File: config.mk
export PLATFORM = sky130hd
export DESIGN_NAME = tws_divider
export DESIGN_NICKNAME = d
export VERILOG_FILES = /design/src/rtl/tws_divider.sv
export SDC_FILE = /design/constraint.sdc
export NUM_CORES = 1
export LEC_CHECK = 0
export BUFFER_PORTS_ARGS = -buffer_cell sky130_fd_sc_hd__buf_2
export CORE_ASPECT_RATIO = 0.6
export CORE_UTILIZATION = 35
export DETAILED_ROUTE_END_ITERATION = 10
export PLACE_DENSITY = 0.64
export SLEW_MARGIN = 20
export SYNTH_ARGS = -nofsm -noshare
export SYNTH_HDL_FRONTEND = slang
export SYNTH_SLANG_ARGS = --single-unit
File: constraint.sdc
create_clock -name clk -period 6.9 [get_ports clk]
set_clock_uncertainty 0.2 [all_clocks]
set_input_delay 1.035 -clock clk [delete_from_list [all_inputs] [get_ports clk]]
set_output_delay 1.035 -clock clk [all_outputs]
set_load 0.01 [all_outputs]
File: src/rtl/tws_divider.sv
// ----------------------------------------------------------------------------
// Iterative divider
// Restoring unsigned division, one quotient bit per cycle.
// ----------------------------------------------------------------------------
module tws_divider #(
	parameter int NUM_W = 23,
	parameter int DEN_W = 16
) (
	input  logic             clk,
	input  logic             arst_n,
	input  logic             go,
	input  logic [NUM_W-1:0] numer,
	input  logic [DEN_W-1:0] denom,
	output logic             done,
	output logic [NUM_W-1:0] quot
);

	localparam int CNT_W = $clog2(NUM_W + 1);

	logic             run_q;
	logic             done_q;
	logic [CNT_W-1:0] cnt_q;
	logic [NUM_W-1:0] num_q;
	logic [DEN_W-1:0] den_q;
	logic [DEN_W-1:0] rem_q;
	logic [NUM_W-1:0] quot_q;
	logic [DEN_W:0]   trial;
	logic             fits;

	// Bring down the next numerator bit and test against the divisor.
	always_comb begin
		trial = {rem_q, num_q[NUM_W-1]};
		fits  = trial >= {1'b0, den_q};
	end

	// Iteration control.
	always_ff @(posedge clk or negedge arst_n) begin
		if (!arst_n) begin
			run_q  <= 1'b0;
			done_q <= 1'b0;
			cnt_q  <= '0;
		end else begin
			done_q <= 1'b0;
			if (go) begin
				run_q <= 1'b1;
				cnt_q <= CNT_W'(NUM_W);
			end else if (run_q) begin
				cnt_q <= cnt_q - CNT_W'(1);
				if (cnt_q == CNT_W'(1)) begin
					run_q  <= 1'b0;
					done_q <= 1'b1;
				end
			end
		end
	end

	// Remainder and quotient datapath.
	always_ff @(posedge clk) begin
		if (go) begin
			num_q  <= numer;
			den_q  <= denom;
			rem_q  <= '0;
			quot_q <= '0;
		end else if (run_q) begin
			num_q  <= {num_q[NUM_W-2:0], 1'b0};
			rem_q  <= fits ? DEN_W'(trial - {1'b0, den_q}) : trial[DEN_W-1:0];
			quot_q <= {quot_q[NUM_W-2:0], fits};
		end
	end

	assign done = done_q;
	assign quot = quot_q;

endmodule

Word level (Yosys, flattened, before mapping) --
Index checks and enable logic that the tools add are counted.
Operators by class: add/subtract/negate cells 2, order comparisons 1, equal/unequal tests 1, multiplexer cells 11, reduce and logical (&&, ||, !) cells 1
Operators by type and width (number):
- $mux 23 | 2
- $ge 17x16->1 | 1
- $mux 16 | 1
- $sub 16x16->16 | 1
- $mux 5 | 2
- $mux 1 | 6
- $eq 5x1->1 const B | 1
- $sub 5x1->5 const B | 1
- $reduce_bool 2->1 | 1
Word-level totals: register bits after elaboration 85, output and inout port bits 24

Logic depth before layout (Yosys ltp) --
Gate-level depths: netlist (run 1).
depth after elaboration 4, mapped depth 9

Least setup slack after synthesis (run 1) --
OpenSTA, ideal clock, no wires.
kind input port to flip-flop, start in go, end reg num_q[0], enable pin, setup time 0.378 ns, data arrival time 1.986 ns, required time 6.322 ns, slack 4.336 ns, stages 3, path through clkbuf_1 > nor2_1 > inv_1
Between the ends: longest elaborated chain between the ends 1
Ends and longest elaborated chain:
- start: declaration | line 11 | input logic go,
- $reduce_bool 2->1 (no line)
- end signal: assignment | line 60 | num_q <= numer;
- end signal: assignment | line 65 | num_q <= {num_q[NUM_W-2:0], 1'b0};
- end: declaration | line 23 | logic [NUM_W-1:0] num_q;
Every way passes these cells. A chain may end at the register's enable or synchronous reset.

==> results of run 1 <==
## stage by stage
stage	util	instance area (µm²)	cells	hold slack, ps	power [mW]
global placement	0.4101	4772	613	270.4	0.9286
CTS	0.4353	5065	629	312.4	1.412
floorplan	-	4303	402	259.0	0.8482
global route	0.4353	5065	629	328.4	1.482
detailed placement	0.4101	4772	613	295.0	0.9323
finish	0.4353	5065	629	302.2	1.403
## registers in the layout, summed over array words and instances (netlist names)
register	cells
num_q	23
quot	23
den_q	16
rem_q	16
cnt_q	5
done	1
run_q	1
## where the power goes
part | switching [mW] | internal (mW) | leakage [nW]
registers | 0.0279 | 0.574 | 0.792
clock network | 0.195 | 0.280 | 0.138
logic | 0.189 | 0.138 | 1.38
## worst min-delay path, cell delays in order (launching register included)
cell	delay, ps
dfxtp_1	330
mux2i_1	70
nor2_1	80
## placed cells by master (no fill, tap or decap), types with 3 or more instances in the layout
cell	instances
nor4_1	3
and2_1	5
nand2_1	26
nand3_1	5
nor2b_1	4
nor2_1	48
mux2i_1	24
nand4_1	3
dfxtp_1	39
clkbuf_16	9
a41oi_1	4
a21oi_1	9
mux2_2	22
buf_2	65
ha_1	18
and3_1	4
xnor2_1	8
o211ai_1	4
nand2b_1	3
xor2_1	4
inv_1	24
edfxtp_1	39
or2_2	3
a211oi_1	5
a21o_1	4
nor3_1	9
dfrtp_1	6
o21ai_0	16
## area by class of cell
cell class / count / area share
timing repair buffer: 66 / 0.06571
sequential: 85 / 0.4202
tap: 160 / 0.03953
multi-input combinational: 277 / 0.3982
clock inverter: 6 / 0.01260
clock buffer: 10 / 0.04521
inverter: 25 / 0.01853
## worst max path at each step
stage | start | to | slack (ps) | cells past startpoint
6_report | run_q | rem_q[14] | 3870 | 4
5_1_grt | run_q | rem_q[14] | 3520 | 4
4_1_cts | run_q | rem_q[14] | 3970 | 4
3_5_place_dp | go | num_q[8] | 3930 | 3
3_3_place_gp | go | num_q[6] | 3900 | 3
2_1_floorplan | go | num_q[0] | 4340 | 3
## logic make-up after synthesis
group | count (synthesis) | synth area share
AO/OA/AOI/OAI | 78 | 0.1396
XOR/XNOR | 12 | 0.02443
adder cells (fa/ha/maj) | 19 | 0.05699
buffers and inverters | 40 | 0.03693
flip-flops | 85 | 0.4943
multiplexers | 46 | 0.1134
AND/OR/NAND/NOR | 122 | 0.1343
## metal layers
metal,wire (µm),vias up,GRT usage
met5,0,-,0
met2,3826,119,0.2290
met1,5048,1559,0.2393
met3,791,10,0.05104
li1,-,1600,-
met4,61,0,0.03445
==> flow_summary_export.csv, run 1 <==
group,metric,value,unit
drt,drcViolationCount,0,
final_layout,drive_gt1_frac,0.2601,
clock_tree,root_buffer,"clkbuf_16",
global_routing,antenna_found_initial,0,
placed_design,gp_congestion,0.8975,
critical_path,critPathKind,"reg -> reg",
global_routing,grt_max_degree,63,
die,rows,30,
critical_path,r2r-start,"run_q",
sta,period_minus_slack,3026,ps
sta,finalSetupViolCount,0,
critical_path,worstPathRequired,6950,ps
clock_tree,numCtsBuffers,9,
worst_hold_path,hold_end,"quot[22]",
synthesis,synth.cell_area,4303,µm²
drt,finalWirelength,9728,µm
sta,rsz0062_at_grt,"no",
sta,tns,0,ps
sta,fin_crit_sh,0.4386,
critical_path,cp.buffers_inverters,1,
synthesis,ys_types,65,
global_routing,grt_pass1_vias,3140,
placed_design,pre_cts_ws,3931,ps
critical_path,cp_top_family,"flip-flops",
power_and_ir_drop,peakVddDrop,0.1309,mV
sta,drv_slew,0,
final_layout,ff_latch_area,2128,µm²
critical_path,worstPathCellList,"inv_1 > nor2_1 > o21ai_0 > o21ai_0",
critical_path,rr_worst_depth,4,
synthesis,synth_commonest_cells,"nor2_1, dfxtp_1, edfxtp_1",
die,die_h,87.89,µm
sta,fmax,330.5,MHz
critical_path,critPathArrivalTime,3080,ps
clock_tree,postCtsHoldBufs,0,
synthesis,yosys-top-cells-area,"edfxtp_1, dfxtp_1, mux2_2",
sta,layout_setup_ws,3874,ps
clock_tree,cts_resized,0,
flow_run,maxCapViolCount,0,
power_and_ir_drop,power_density,277.1,nW/µm²
final_layout,n_antenna_cell,0,
outcome,outcome,"finished, final reports clean",
synthesis,postSynthCellCount,402,
die,core_area,11640,µm²
drt,drtAntennaViolNets,0,
critical_path,cp-end-kind,"flip-flop",
synthesis,avgSynthCellArea,10.70,µm²
clock_tree,cts_buffer_depth,2,
synthesis,yosys.area.top_type_share,0.2722,
synthesis,yosys.area.top_type,"edfxtp_1",
synthesis,ys_seq_area_frac,0.4943,
clock_tree,htreeDepth,3,
global_routing,grt_use_total,0.1620,
critical_path,cp_slowest_cell,"dfrtp_2",
synthesis,syn_nets,463,
drt,wire_per_inst,15.47,µm
final_layout,n_fill_cell,1107,
synthesis,synth_ff_type,"edfxtp_1",
sta,slew_headroom,0.3504,
drt,viasPerCell,5.227,
power_and_ir_drop,p_leak,2.309,nW
clock_tree,clk_pin_slew_worst_paths,60,ps
die,dieArea,12760,µm²
die,start_util,0.3698,
placed_design,numPortBuffers,65,
synthesis,synthArstFlopShare,0.08235,
synthesis,synth.most_common_cell,"nor2_1",
placed_design,dp_hpwl,7123,µm
final_layout,multiInputGateArea,2017,µm²
clock_tree,cts_tree,"done",
critical_path,max_stage_delay,1010,ps
drt,drtPass1Iterations,4,
synthesis,yosys_warnings,0,
clock_tree,post_cts.repair.setup_buffers,0,
clock_tree,cts.sinks,85,
global_routing,overflow,0,
final_layout,area_growth,17.71,%
critical_path,startpoint_type,"flip-flop",
worst_hold_path,holdPathStages,2,
synthesis,synth-edff-count,39,
critical_path,crit_fanout,41,
die,die_w,145.1,µm
final_layout,nNetsFinal,525,
sta,hold_viol_final,0,
synthesis,ys_ff_latch,85,
clock_tree,clkLatencyLatePin,330,ps
critical_path,r2r_slack,3870,ps
sta,tightest_slew,974.3,ps
worst_hold_path,hold_path_class,"reg -> reg",
drt,num_vias,3288,
die,ios,66,
drt,first_iter_violations,261,
critical_path,regToRegEndpoint,"rem_q[14]",
critical_path,cpMostUsedCell,"o21ai_0",
global_routing,grt_pass1_wl,16010,µm
worst_hold_path,hp-start,"quot[22]",
Note: power is estimated with default switching activity, not from simulation.
==> run 2, diff against run 1 <==
==> constraint.sdc (replaced) <==
create_clock -name clk -period 2.8 [get_ports clk]
set_clock_uncertainty 0.2 [all_clocks]
set_input_delay 0.42 -clock clk [delete_from_list [all_inputs] [get_ports clk]]
set_output_delay 0.42 -clock clk [all_outputs]
set_load 0.01 [all_outputs]
==> run 2 against run 1 <==
Net effect:
- first-iteration DRC count up 11%
- sequential power is 150% higher
- largest cell class unchanged
- total power grew to 2.5 times the previous value
- via count is 2.2% higher
- sequential share of layout area fell by 0.98 points
- non-clock buffer count rose by 15
==> flow_summary_export.csv, run 2 (synthesis gave the netlist of run 1 again) <==
group,metric,value,unit
critical_path,worstPathRequired,2790,ps
final_layout,fin_area,5186,µm²
placed_design,placed_cell_area,4877,µm²
sta,timing.hold.ws,50.32,ps
global_routing,antenna_found_initial,0,
global_routing,grt_pass1_vias,3020,
sta,hold_viol_final,0,
final_layout,area_growth,20.53,%
drt,finalWirelength,10070,µm
power_and_ir_drop,total_power,3.550,mW
clock_tree,clkLatencyLatePin,340,ps
clock_tree,cts_buffer_depth,2,
sta,period_minus_slack,2612,ps
die,core_area,11640,µm²
global_routing,busiest_layer,"met1",
power_and_ir_drop,power_density,684.5,nW/µm²
die,dieArea,12760,µm²
sta,tightest_slew,676.3,ps
clock_tree,post_cts.repair.setup_buffers,0,
drt,drtPass1Iterations,5,
clock_tree,root_buffer,"clkbuf_16",
outcome,outcome,"finished, final reports clean",
final_layout,layout_common_cells,"buf_2, nor2_1, edfxtp_1, dfxtp_1, nand2_1",
drt,first_iter_violations,290,
final_layout,n_antenna_cell,0,
clock_tree,htreeDepth,3,
worst_hold_path,holdPathStages,1,
global_routing,use_met1,0.2471,
critical_path,crit_fanout,13,
clock_tree,clk_pin_slew_worst_paths,70,ps
drt,drtAntennaViolNets,0,
drt,wire_per_inst,15.64,µm
drt,drcViolationCount,0,
critical_path,startpoint_type,"flip-flop",
critical_path,rr_worst_depth,9,
sta,slew_headroom,0.5475,
die,die_w,145.1,µm
global_routing,grt_use_total,0.1635,
power_and_ir_drop,peakVddDrop,0.3375,mV
placed_design,dp_hpwl,7425,µm
clock_tree,cts.sinks,85,
global_routing,use_met3,0.04271,
sta,tns,0,ps
sta,fin_crit_sh,0.9328,
sta,fmax,382.9,MHz
drt,viasPerCell,5.217,
global_routing,grt_pass1_wl,16080,µm
final_layout,final_common_cell,"buf_2",
die,ios,66,
clock_tree,numCtsBuffers,9,
final_layout,drive_gt1_frac,0.2810,
die,rows,30,
critical_path,regToRegEndpoint,"rem_q[13]",
sta,finalSetupViolCount,0,
global_routing,grt_max_degree,49,
power_and_ir_drop,p_leak,2.378,nW
final_layout,n_fill_cell,1116,
sta,rsz0062_at_grt,"no",
critical_path,cp-end-kind,"flip-flop",
placed_design,gp_congestion,0.8490,
global_routing,met2_usage,0.2255,
die,die_h,87.89,µm
critical_path,critPathKind,"reg -> reg",
flow_run,maxCapViolCount,0,
critical_path,r2r_slack,190,ps
critical_path,r2r-start,"den_q[14]",
placed_design,numPortBuffers,65,
sta,drv_slew,0,
critical_path,critPathArrivalTime,2610,ps
final_layout,nNetsFinal,540,
drt,num_vias,3360,
global_routing,overflow,0,
worst_hold_path,hold_path_class,"in -> reg",
worst_hold_path,hold_end,"den_q[7]",
worst_hold_path,hp-start,"denom[7]",
die,start_util,0.3698,
clock_tree,cts_tree,"done",
[run 2: timing repair]
item	4_1_cts	5_1_grt
gates resized for setup	0	1
hold buffers	1	0
setup endpoints to repair	0	4
endpoints found under the hold margin	7	0
[run 2: worst max-delay path by stage]
stage,from,cells after the start,to,slack (ps)
2_1_floorplan,den_q[14],9,rem_q[10],420
3_3_place_gp,den_q[14],9,rem_q[12],160
3_5_place_dp,den_q[14],9,rem_q[12],100
4_1_cts,den_q[14],9,rem_q[12],60
5_1_grt,den_q[14],9,rem_q[7],30
6_report,den_q[14],9,rem_q[13],190
[run 2: power by group]
| part | internal [mW] | switching [mW] |
|---|---|---|
| Clock | 0.695 | 0.521 |
| Sequential | 1.41 | 0.0741 |
| Combinational | 0.373 | 0.474 |
| Total | 2.48 | 1.07 |
[run 2: stage by stage]
stage               std cells    util  setup WS (ps)
finish                    644  0.4457          188.1
CTS                       644  0.4457          62.28
floorplan                 402       -          418.3
detailed placement        627  0.4191          104.6
global placement          627  0.4191          159.9
global route              644  0.4457          34.18
[run 2: area by class of cell]
| class | count | area [µm²] | area share |
|---|---|---|---|
| multi-input cells | 277 | 2017 | 0.3889 |
| clock buffers | 9 | 225.2 | 0.04343 |
| repair buffers | 81 | 447.9 | 0.08637 |
| clock inverters | 7 | 73.82 | 0.01423 |
| inverters | 25 | 93.84 | 0.01809 |
| flip-flops and latches | 85 | 2128 | 0.4104 |
| well taps | 160 | 200.2 | 0.03860 |
[run 2: routing by layer]
layer	vias up	share of wire
li1	1628	-
met1	1600	0.52
met2	121	0.40
met3	11	0.073
met4	0	0.0096
met5	-	0
[run 2: worst max-delay path, cell delays in order, from the launching register on]
cell	delay [ps]
edfxtp_1	330
inv_1	40
ha_1	370
and2_4	200
a221o_1	380
o21ai_2	200
o311ai_2	120
buf_4	210
o2111ai_1	260
o211ai_1	160
