<file path="src/rtl/tws_pkg.sv">
// ----------------------------------------------------------------------------
// Textured wall column scaler package
// Shared transaction types, function codes, register indexes and constants.
// ----------------------------------------------------------------------------
package tws_pkg;

	// Fraction bits of the row position and the row step.
	localparam int FRAC_W = 16;
	// Width of the channel reciprocal, which reaches 2^16 for a divisor of one.
	localparam int RECIP_W = 17;
	// Width of one color channel.
	localparam int CH_W = 8;

	// Function codes of an input transaction.
	localparam logic [1:0] FUNC_WRITE = 2'd0;
	localparam logic [1:0] FUNC_BEGIN = 2'd1;
	localparam logic [1:0] FUNC_ROW   = 2'd2;

	// Configuration register indexes.
	localparam logic [1:0] REG_TEX_WIDTH   = 2'd0;
	localparam logic [1:0] REG_TEX_HEIGHT  = 2'd1;
	localparam logic [1:0] REG_SCREEN_ROWS = 2'd2;

	// Configuration reset values.
	localparam logic [6:0]  TEX_WIDTH_RST   = 7'd64;
	localparam logic [6:0]  TEX_HEIGHT_RST  = 7'd64;
	localparam logic [11:0] SCREEN_ROWS_RST = 12'd480;

	// Alpha of an opaque shaded pixel.
	localparam logic [CH_W-1:0] ALPHA_OPAQUE = 8'hFF;

	// One input transaction.
	typedef struct packed {
		logic [1:0]         func;
		logic [11:0]        texel_address;
		logic [31:0]        texel_value;
		logic signed [15:0] start_row;
		logic signed [15:0] end_row;
		logic [5:0]         texture_column;
		logic [11:0]        screen_column;
		logic               shaded;
		logic [7:0]         lum_mod;
	} cmd_t;

	// One result transaction.
	typedef struct packed {
		logic [10:0] row;
		logic [11:0] column;
		logic [31:0] color;
		logic        write_enable;
		logic        last_row;
	} result_t;

	// Per-pixel information that travels beside the texture read.
	typedef struct packed {
		logic [10:0]        row;
		logic [11:0]        column;
		logic               shaded;
		logic               last_row;
		logic [RECIP_W-1:0] recip;
	} pix_t;

endpackage

</file>
<file path="src/rtl/tws_shade.sv">
// ----------------------------------------------------------------------------
// Pixel shading pipeline
// Takes the texel read, scales the channels of a shaded pixel by the divisor
// reciprocal and registers one result transaction per row.
// ----------------------------------------------------------------------------
module tws_shade import tws_pkg::*; (
	input  logic        clk,
	input  logic        arst_n,
	input  logic        issue,
	input  pix_t        pix,
	input  logic [31:0] texel,
	output logic        strobe,
	output result_t     result
);

	localparam int PROD_W = CH_W + RECIP_W;

	logic              valid_s1;
	pix_t              pix_s1;
	logic              valid_s2;
	pix_t              pix_s2;
	logic [31:0]       texel_s2;
	logic [PROD_W-1:0] prod_r_s2;
	logic [PROD_W-1:0] prod_g_s2;
	logic [PROD_W-1:0] prod_b_s2;
	logic              strobe_q;
	result_t           result_q;
	result_t           result_d;
	logic              opaque;

	// Valid bits of the three stages.
	always_ff @(posedge clk or negedge arst_n) begin
		if (!arst_n) begin
			valid_s1 <= 1'b0;
			valid_s2 <= 1'b0;
			strobe_q <= 1'b0;
		end else begin
			valid_s1 <= issue;
			valid_s2 <= valid_s1;
			strobe_q <= valid_s2;
		end
	end

	// Stage one waits for the memory; stage two multiplies by the reciprocal.
	always_ff @(posedge clk) begin
		pix_s1    <= pix;
		pix_s2    <= pix_s1;
		texel_s2  <= texel;
		prod_r_s2 <= PROD_W'(texel[23:16]) * PROD_W'(pix_s1.recip);
		prod_g_s2 <= PROD_W'(texel[15:8]) * PROD_W'(pix_s1.recip);
		prod_b_s2 <= PROD_W'(texel[7:0]) * PROD_W'(pix_s1.recip);
	end

	// Pack the pixel.
	always_comb begin
		opaque                = texel_s2 != 32'd0;
		result_d.row          = pix_s2.row;
		result_d.column       = pix_s2.column;
		result_d.last_row     = pix_s2.last_row;
		if (pix_s2.shaded) begin
			result_d.color = {opaque ? ALPHA_OPAQUE : 8'd0,
				prod_r_s2[FRAC_W+CH_W-1:FRAC_W],
				prod_g_s2[FRAC_W+CH_W-1:FRAC_W],
				prod_b_s2[FRAC_W+CH_W-1:FRAC_W]};
			result_d.write_enable = 1'b1;
		end else begin
			result_d.color        = texel_s2;
			result_d.write_enable = opaque;
		end
	end

	// Output register.
	always_ff @(posedge clk) begin
		result_q <= result_d;
	end

	assign strobe = strobe_q;
	assign result = result_q;

endmodule

</file>
<file path="config.mk">
export PLATFORM = sky130hd
export DESIGN_NAME = tws_shade
export DESIGN_NICKNAME = d
export VERILOG_FILES = /design/src/rtl/tws_pkg.sv /design/src/rtl/tws_shade.sv
export SDC_FILE = /design/constraint.sdc
export NUM_CORES = 1
export LEC_CHECK = 0
export BUFFER_PORTS_ARGS = -buffer_cell sky130_fd_sc_hd__buf_2
export CAP_MARGIN = 30
export CORE_ASPECT_RATIO = 0.8
export CORE_UTILIZATION = 60
export CTS_BUF_LIST = sky130_fd_sc_hd__clkbuf_8 sky130_fd_sc_hd__clkbuf_16
export DETAILED_ROUTE_END_ITERATION = 12
export GPL_TIMING_DRIVEN = 0
export PLACE_DENSITY = 0.8
export RECOVER_POWER = 25
export SETUP_SLACK_MARGIN = 0.5
export SYNTH_ARGS = -nofsm -noshare
export SYNTH_HDL_FRONTEND = slang
export SYNTH_SLANG_ARGS = --single-unit
</file>
<file path="constraint.sdc">
create_clock -name clk -period 5.4 [get_ports clk]
set_input_delay 1.08 -clock clk [delete_from_list [all_inputs] [get_ports clk]]
set_output_delay 1.08 -clock clk [all_outputs]
set_load 0.005 [all_outputs]
</file>
; ---- Word level (Yosys, flattened, before mapping)
; Cells that the tools add are included.
[totals]
reg_bits = 231
latchBits = 0
mem_bits_rw = 0
romBits = 0
out_inout_bits = 58
word_cells = 27
mem_count = 0
[op_classes]
add_sub_neg = 0
multipliers = 3
n_div = 0
magnitude_cmp = 0
n_eq_ne = 0
shifts = 0
muxes = 2
bitwise_logic = 0
n_reduce_logical = 1
[ops]
columns = operator, count
row1 = $mul A8 B17 Y24, 3
row2 = $mux W33, 1
row3 = $reduce_bool A32 Y1, 1
row4 = $mux W8, 1

; ---- Logic depth before layout (Yosys ltp)
; Gate-level depths: netlist of run 1.
[depth]
word_depth = 3
depth_mapped = 19
ltp_nobuf = 17

; ---- Worst setup path before layout of run 1
; No wires, ideal clock.
[synth_path]
path_type = in2reg
startpoint = input port texel[2]
endpoint = register prod_b_s2[22]
setup_time_ps = 95
arrival_time_ps = 5075
setup_slack_ps = 229
stages = 17
path_buffers = 1
cell_sequence = clkbuf_1 > nand2_1 > fa_1 > inv_1 > fa_1 > fa_1 > inv_1 > fa_1 > inv_1 > ha_1 > a21o_1 > a21oi_1 > nor2_1 > or4_1 > a41oi_2 > nand2_1 > o311ai_1
[synth_between]
elab_chain_cells = 1
[synth_lines]
columns = element, line_no
row1 = from (decl), tws_shade.sv:11  ; input logic [31:0] texel,
row2 = $mul A8 B17 Y24, tws_shade.sv:51  ; prod_b_s2 <= PROD_W'(texel[7:0]) * PROD_W'(pix_s1.recip);
row3 = to (signal assigned), tws_shade.sv:51
row4 = to (decl), tws_shade.sv:25  ; logic [PROD_W-1:0] prod_b_s2;
; No other way between the ends.
; A chain may end at the register's enable or synchronous reset.

; ---- Worst setup path in the final report of run 1
[layout_path]
startpoint = input port texel[11]
endpoint = register prod_g_s2[23]
[layout_between]
elab_chain_cells = 1
[layout_lines]
columns = element, line_no
row1 = $mul A8 B17 Y24, tws_shade.sv:50  ; prod_g_s2 <= PROD_W'(texel[15:8]) * PROD_W'(pix_s1.recip);
row2 = to (signal assigned), tws_shade.sv:50
row3 = to (decl), tws_shade.sv:24  ; logic [PROD_W-1:0] prod_g_s2;
; No other way between the ends.

==> qor.txt, run 1 <==
Final Cycle Share = 92.4%
buffer depth of the longest clock path = 2
CTS tree = yes
final hold vios = 0
Post-synth EDFFs = 0
antenna fix cells = 0
post-placement cell count = 2025
port bufs = 134
Ports = 135
Crit Path Max Fanout = 10
placed cell area = 16900 sq um
Cell variety after synth = 54
CTS sink count = 183
GP Congestion = 0.881
Clock Skew = 0.0172 ns
Rows = 52
Post-CTS Hold Buffers = 0
Required @ worst endpoint = 5.72 ns
final setup fails = 0
Slew Limit Fails = 0
fin area = 18400 sq um
final hold slack = 0.320 ns
Total Routing Usage GR = 29.7%
synth top area cells = fa_1 34%, dfxtp_1 23%, and2_1 12%
post-synth top area share = 33.8%
Post-Synthesis Net Count = 2001
layout cells sized above 1 = 19.8%
DR pass1 iterations = 5
DRC = 0
cell area after synthesis = 15600 sq um
post-DR wirelength/cell = 18.5 microns
Worst VDD drop = 0.000416 V
most frequent cells after synthesis = 310 x and2_1, 279 x inv_1, 264 x fa_1, 180 x dfxtp_1, 120 x ha_1
crit-path cells = buf_4, clkbuf_8, and2_1, fa_1, fa_1, fa_1, inv_1, fa_1, inv_1, ha_4, a21o_1, a21oi_2, nand3b_1, and4b_2, o31ai_4, and4_1, or3_1
Vias/cell = 5.36
top cell type by total area after synthesis = fa_1
Slew Limit Headroom = 44.7%
WL final = 38500 microns
core area = 25400 sq um
vias = 11160
register area share after synthesis = 23.5%
Setup crit start kind = input port
drt first-iter violations = 721
Area Overhead vs Synth = 17.5%
Final nets = 2181
setup tns final = 0 ns
Die Y-Extent = 146 microns
max incr delay on CP = 0.53 ns
Synth async-reset ratio = 1.64%
initial antenna violation count = 0
full die area = 26700 sq um
most frequent CP cell = fa_1
CP delay by family, top = adder cells
Fmax = 200 MHz
CP Capture Type = flip-flop
status = finished clean
GRT overflow = 0
pwr/cell area = 395 nW/um^2
die width = 183 microns
Post-synth top flop = dfxtp_1
cells after synthesis = 1540
WP buf/inv = 4
CTS buffer count = 17
largest net degree at the start of global routing = 20
worst-margin pin slew = 0.823 ns
first-pass GRT wire length = 60400 microns
H-tree levels = 4
Starting Density = 61.5%
Detailed Place HPWL = 28900 microns
max cap viols = 0
class of the most critical setup path = in -> reg
ANT nets after route = 0
Filler cells = 1803
top-count cell post-synth = and2_1
clk_lat worst skew = 0.45 ns
Final min period = 4.99 ns
R2R Setup Slk = 0.49 ns
slowest stage cell, crit path = fa_1
Yosys warning count = 0
Layout Cells excl Fill = 2084
via count of the first global-routing pass = 11895
WP data arrival = 5.30 ns
leakage = 9.03 nW
CTS clk-pin slew, worst paths = 0.07 ns
Hold Crit Class = reg -> reg
Root Driver = clkbuf_16
post-synthesis register bit count = 183
RSZ-0062 raised after global routing = true
Mean Syn Cell Area = 10.2 sq um
## layer usage
layer | vias to the layer above | track usage [%] | part of all wire (%)
met1 | 5595 | 38.2 | 41
met4 | 0 | 8.74 | 2.7
met5 | - | 0 | 0
met2 | 462 | 50.1 | 49
met3 | 90 | 6.68 | 7.3
li1 | 5013 | - | -
## cell usage in the layout (no fill, tap or decap), drive strengths merged, types with 3 or more instances in the layout
cell type	Yosys	final
inv	279	286
a221oi	3	3
nor3	11	11
ha	120	120
xnor2	24	24
clkbuf	61	72
and3	7	7
a31oi	3	3
clkinv	0	5
or3	4	4
nor4	9	9
buf	1	168
dfxtp	180	180
mux2	24	24
o21ai	11	11
a21o	8	8
nand3b	4	4
a211oi	3	3
and2	318	318
xor2	7	7
dfrtp	3	3
nand2	101	101
nor2	33	33
nand4	7	7
fa	264	264
nand3	9	9
a21oi	20	20
## where the power goes
group / total (mW) / leakage [nW] / internal, mW / switching (mW)
Sequential: 1.65 / 1.55 / 1.58 / 0.0664
Combinational: 4.30 / 7.17 / 1.95 / 2.35
Clock: 1.31 / 0.303 / 0.710 / 0.599
Total: 7.26 / 9.03 / 4.24 / 3.01
## worst paths after layout
check | startpoint | to | depth (start not counted)
setup / recovery | texel[11] | prod_g_s2[23] | 17
hold / removal | pix_s1[18] | pix_s2[18] | 0
setup reg to reg | pix_s1[14] | prod_g_s2[23] | 13
hold reg to reg | pix_s1[18] | pix_s2[18] | 0
max in group asynchronous | arst_n | strobe | 1
min in group asynchronous | arst_n | valid_s1 | 1
## sequential cells by signal, summed over array words and instances (netlist names)
name	flops
result	57
pix_s1	42
texel_s2	32
pix_s2	25
prod_b_s2	8
prod_g_s2	8
prod_r_s2	8
strobe	1
valid_s1	1
valid_s2	1
## metrics by stage
stage | utilization, % | setup WS, ns | total power, mW
final | 72.2 | 0.412 | 7.26
after global routing | 72.2 | 0.270 | 7.85
after CTS | 70.7 | 0.399 | 6.83
after detailed placement | 66.5 | -0.350 | 5.32
after global placement | 66.5 | -0.267 | 5.14
after floorplan | - | 0.456 | 4.43
## cell families (layout without fill, tap and decap cells)
kind of cell	Yosys count	count (layout)	synth area share (%)
buf+inv	341	534	8.23
compound gates	66	66	3.07
simple gates	511	511	18.3
mux	24	24	1.73
xor+xnor	31	31	1.74
flops	183	183	23.5
fa+ha+maj	384	384	43.4
## worst reg2reg max path: stages (launching register included)
cell and delay, ns:
dfxtp_1 0.55, clkbuf_1 0.48, and2_1 0.24, fa_1 0.44, fa_1 0.57, fa_1 0.43
fa_1 0.45, ha_1 0.34, a21oi_2 0.19, nand3b_1 0.11, and4b_2 0.37, o31ai_4 0.10
and4_1 0.18, or3_1 0.34
## timing repair
item	in CTS	in global routing
pin swaps	22	53
cloned	0	2
setup buffers	19	6
gates resized for setup	78	94
endpoints found under the setup margin	15	17
## layout make-up
| class | count | area [sq um] | area share (%) |
|---|---|---|---|
| Timing Repair Buffer | 161 | 1020 | 5.56 |
| Multi-Input combinational cell | 1016 | 11100 | 60.2 |
| Tap cell | 351 | 439 | 2.39 |
| Clock inverter | 15 | 203 | 1.10 |
| Buffer | 62 | 494 | 2.69 |
| Clock buffer | 17 | 425 | 2.31 |
| Inverter | 279 | 1050 | 5.70 |
| Sequential cell | 183 | 3680 | 20.0 |
No activity file was read; power rests on OpenSTA's default activity.
==> run 2: changes to the inputs <==
- CORE_UTILIZATION: 60 -> 62
- PLACE_DENSITY: 0.8 -> 0.82
==> qor.txt, run 2 (same netlist as run 1, synthesis figures left out) <==
status = complete, but fails checks
failing checks = DRC
clk_lat worst skew = 0.45 ns
max reg flops = 57
final setup fails = 0
GRT overflow = 0
Area Overhead vs Synth = 19.2%
Worst VDD drop = 0.000436 V
Crit Path Max Fanout = 7
CTS sink count = 183
buffer depth of the longest clock path = 2
Fmax = 200 MHz
CTS buffer count = 17
class of the most critical setup path = in -> reg
post-DR wirelength/cell = 18.8 microns
antenna fix cells = 0
die width = 180 microns
worst-margin pin slew = 0.773 ns
DR pass1 iterations = 9
first-pass GRT wire length = 59600 microns
vias = 11283
port bufs = 134
metal3 WL = 3310 microns
Post-Route M1 WL = 15700 microns
Starting Density = 63.7%
DP Worst Slack = -0.306 ns
drt first-iter violations = 846
CTS clk-pin slew, worst paths = 0.07 ns
critical path launch point = texel[7]
Hold Crit Class = reg -> reg
full die area = 25900 sq um
via count of the first global-routing pass = 11727
Ports = 135
CTS tree = yes
WL final = 38800 microns
Required @ worst endpoint = 5.73 ns
Clock Skew = 0.0203 ns
largest net degree at the start of global routing = 19
pwr/cell area = 402 nW/um^2
initial antenna violation count = 0
Top Layer Used = met4
Die Y-Extent = 144 microns
Total Routing Usage GR = 30.1%
r2r startpoint = pix_s1[11]
Vias/cell = 5.45
start point of the worst min-delay path = pix_s1[31]
Root Driver = clkbuf_16
Detailed Place HPWL = 28300 microns
leakage = 9.20 nW
most frequent cells in the layout = 291 x and2_1, 270 x inv_1, 256 x fa_1, 178 x dfxtp_1, 117 x buf_2
DRC = 10
commonest non-fill, non-tap cell in the layout = and2_1
Final min period = 5.00 ns
Final nets = 2201
final hold slack = 0.320 ns
GP Congestion = 0.881
Slew Limit Fails = 0
Final Cycle Share = 92.5%
Slew Limit Headroom = 48.5%
CP Capture Type = flip-flop
Setup crit start kind = input port
setup slack after layout = 0.403 ns
max cap viols = 0
H-tree levels = 4
RSZ-0062 raised after global routing = true
core area = 24600 sq um
ANT nets after route = 0
Rows = 51
WP data arrival = 5.33 ns
final hold vios = 0
layout cells sized above 1 = 22.2%
setup tns final = 0 ns
Filler cells = 1593
WL met2 = 18800 microns
==> run 2: cell count changes in the layout (fill, tap and decap cells not counted), moves of 5 or more <==
| cell | before | now |
|---|---|---|
| clkbuf_1 | 19 | 13 |
| buf_6 | 7 | 12 |
| clkbuf_8 | 7 | 0 |
| buf_8 | 11 | 17 |
| buf_4 | 31 | 41 |
| inv_1 | 276 | 270 |
| clkbuf_2 | 23 | 30 |
| inv_2 | 3 | 11 |
==> run 2: what timing repair did <==
item / CTS / global route
pin swaps: 19 / 88
hold buffers: 0 / 0
hold endpoints to repair: 0 / 0
endpoints found under the setup margin: 17 / 20
gates cloned: 0 / 5
resized for setup: 67 / 175
buffers inserted: 10 / 32
==> run 2: layout make-up <==
class / instances / area [sq um] / share of cell area [%]
buffer: 62 / 518 / 2.78
clock buffer: 17 / 425 / 2.28
clock inverter: 15 / 195 / 1.05
inverter: 279 / 1050 / 5.62
multi-input combinational: 1016 / 11100 / 59.6
sequential: 183 / 3680 / 19.7
tap: 318 / 398 / 2.13
timing repair buffer: 181 / 1260 / 6.78
==> run 2: worst max-delay path, stage by stage <==
cell and delay (ns):
buf_12 0.11, buf_8 0.12, and2_4 0.13, fa_1 0.49, fa_1 0.55, fa_1 0.53, inv_1 0.05, fa_1 0.50
inv_2 0.05, ha_4 0.22, a21o_1 0.17, a21oi_2 0.15, nor2_2 0.05, or4_1 0.42, a41oi_2 0.29, buf_4 0.17
a31oi_4 0.09, xnor2_1 0.14
==> run 2: final timing paths <==
check / end / slack, ns / cells after the start
setup / recovery: prod_b_s2[23] / 0.40 / 18
hold / removal: pix_s2[31] / 0.32 / 0
setup reg to reg: prod_b_s2[23] / 0.42 / 18
hold reg to reg: pix_s2[31] / 0.32 / 0
max in group asynchronous: valid_s1 / 4.82 / 1
min in group asynchronous: valid_s2 / 0.43 / 1
==> run 2: stage by stage <==
step	area [sq um]	total power, mW	util [%]	instances
after floorplan	15800	4.43	-	1540
after CTS	17800	6.80	72.6	2034
final	18600	7.50	75.9	2071
after global routing	18600	8.09	75.9	2071
after detailed placement	16900	5.30	68.7	1992
after global placement	16900	5.13	68.7	1992
==> run 2: routing by layer <==
layer	GRT usage [%]	vias up
met5	0	-
met4	9.48	0
met3	6.62	89
met2	51.0	527
met1	38.9	5618
li1	-	5049
==> run 2: power breakdown <==
| group | switching (mW) | internal (mW) | leakage (nW) |
|---|---|---|---|
| Sequential | 0.0697 | 1.58 | 1.55 |
| Clock | 0.564 | 0.743 | 0.306 |
| Combinational | 2.47 | 2.08 | 7.34 |
| Total | 3.10 | 4.40 | 9.20 |
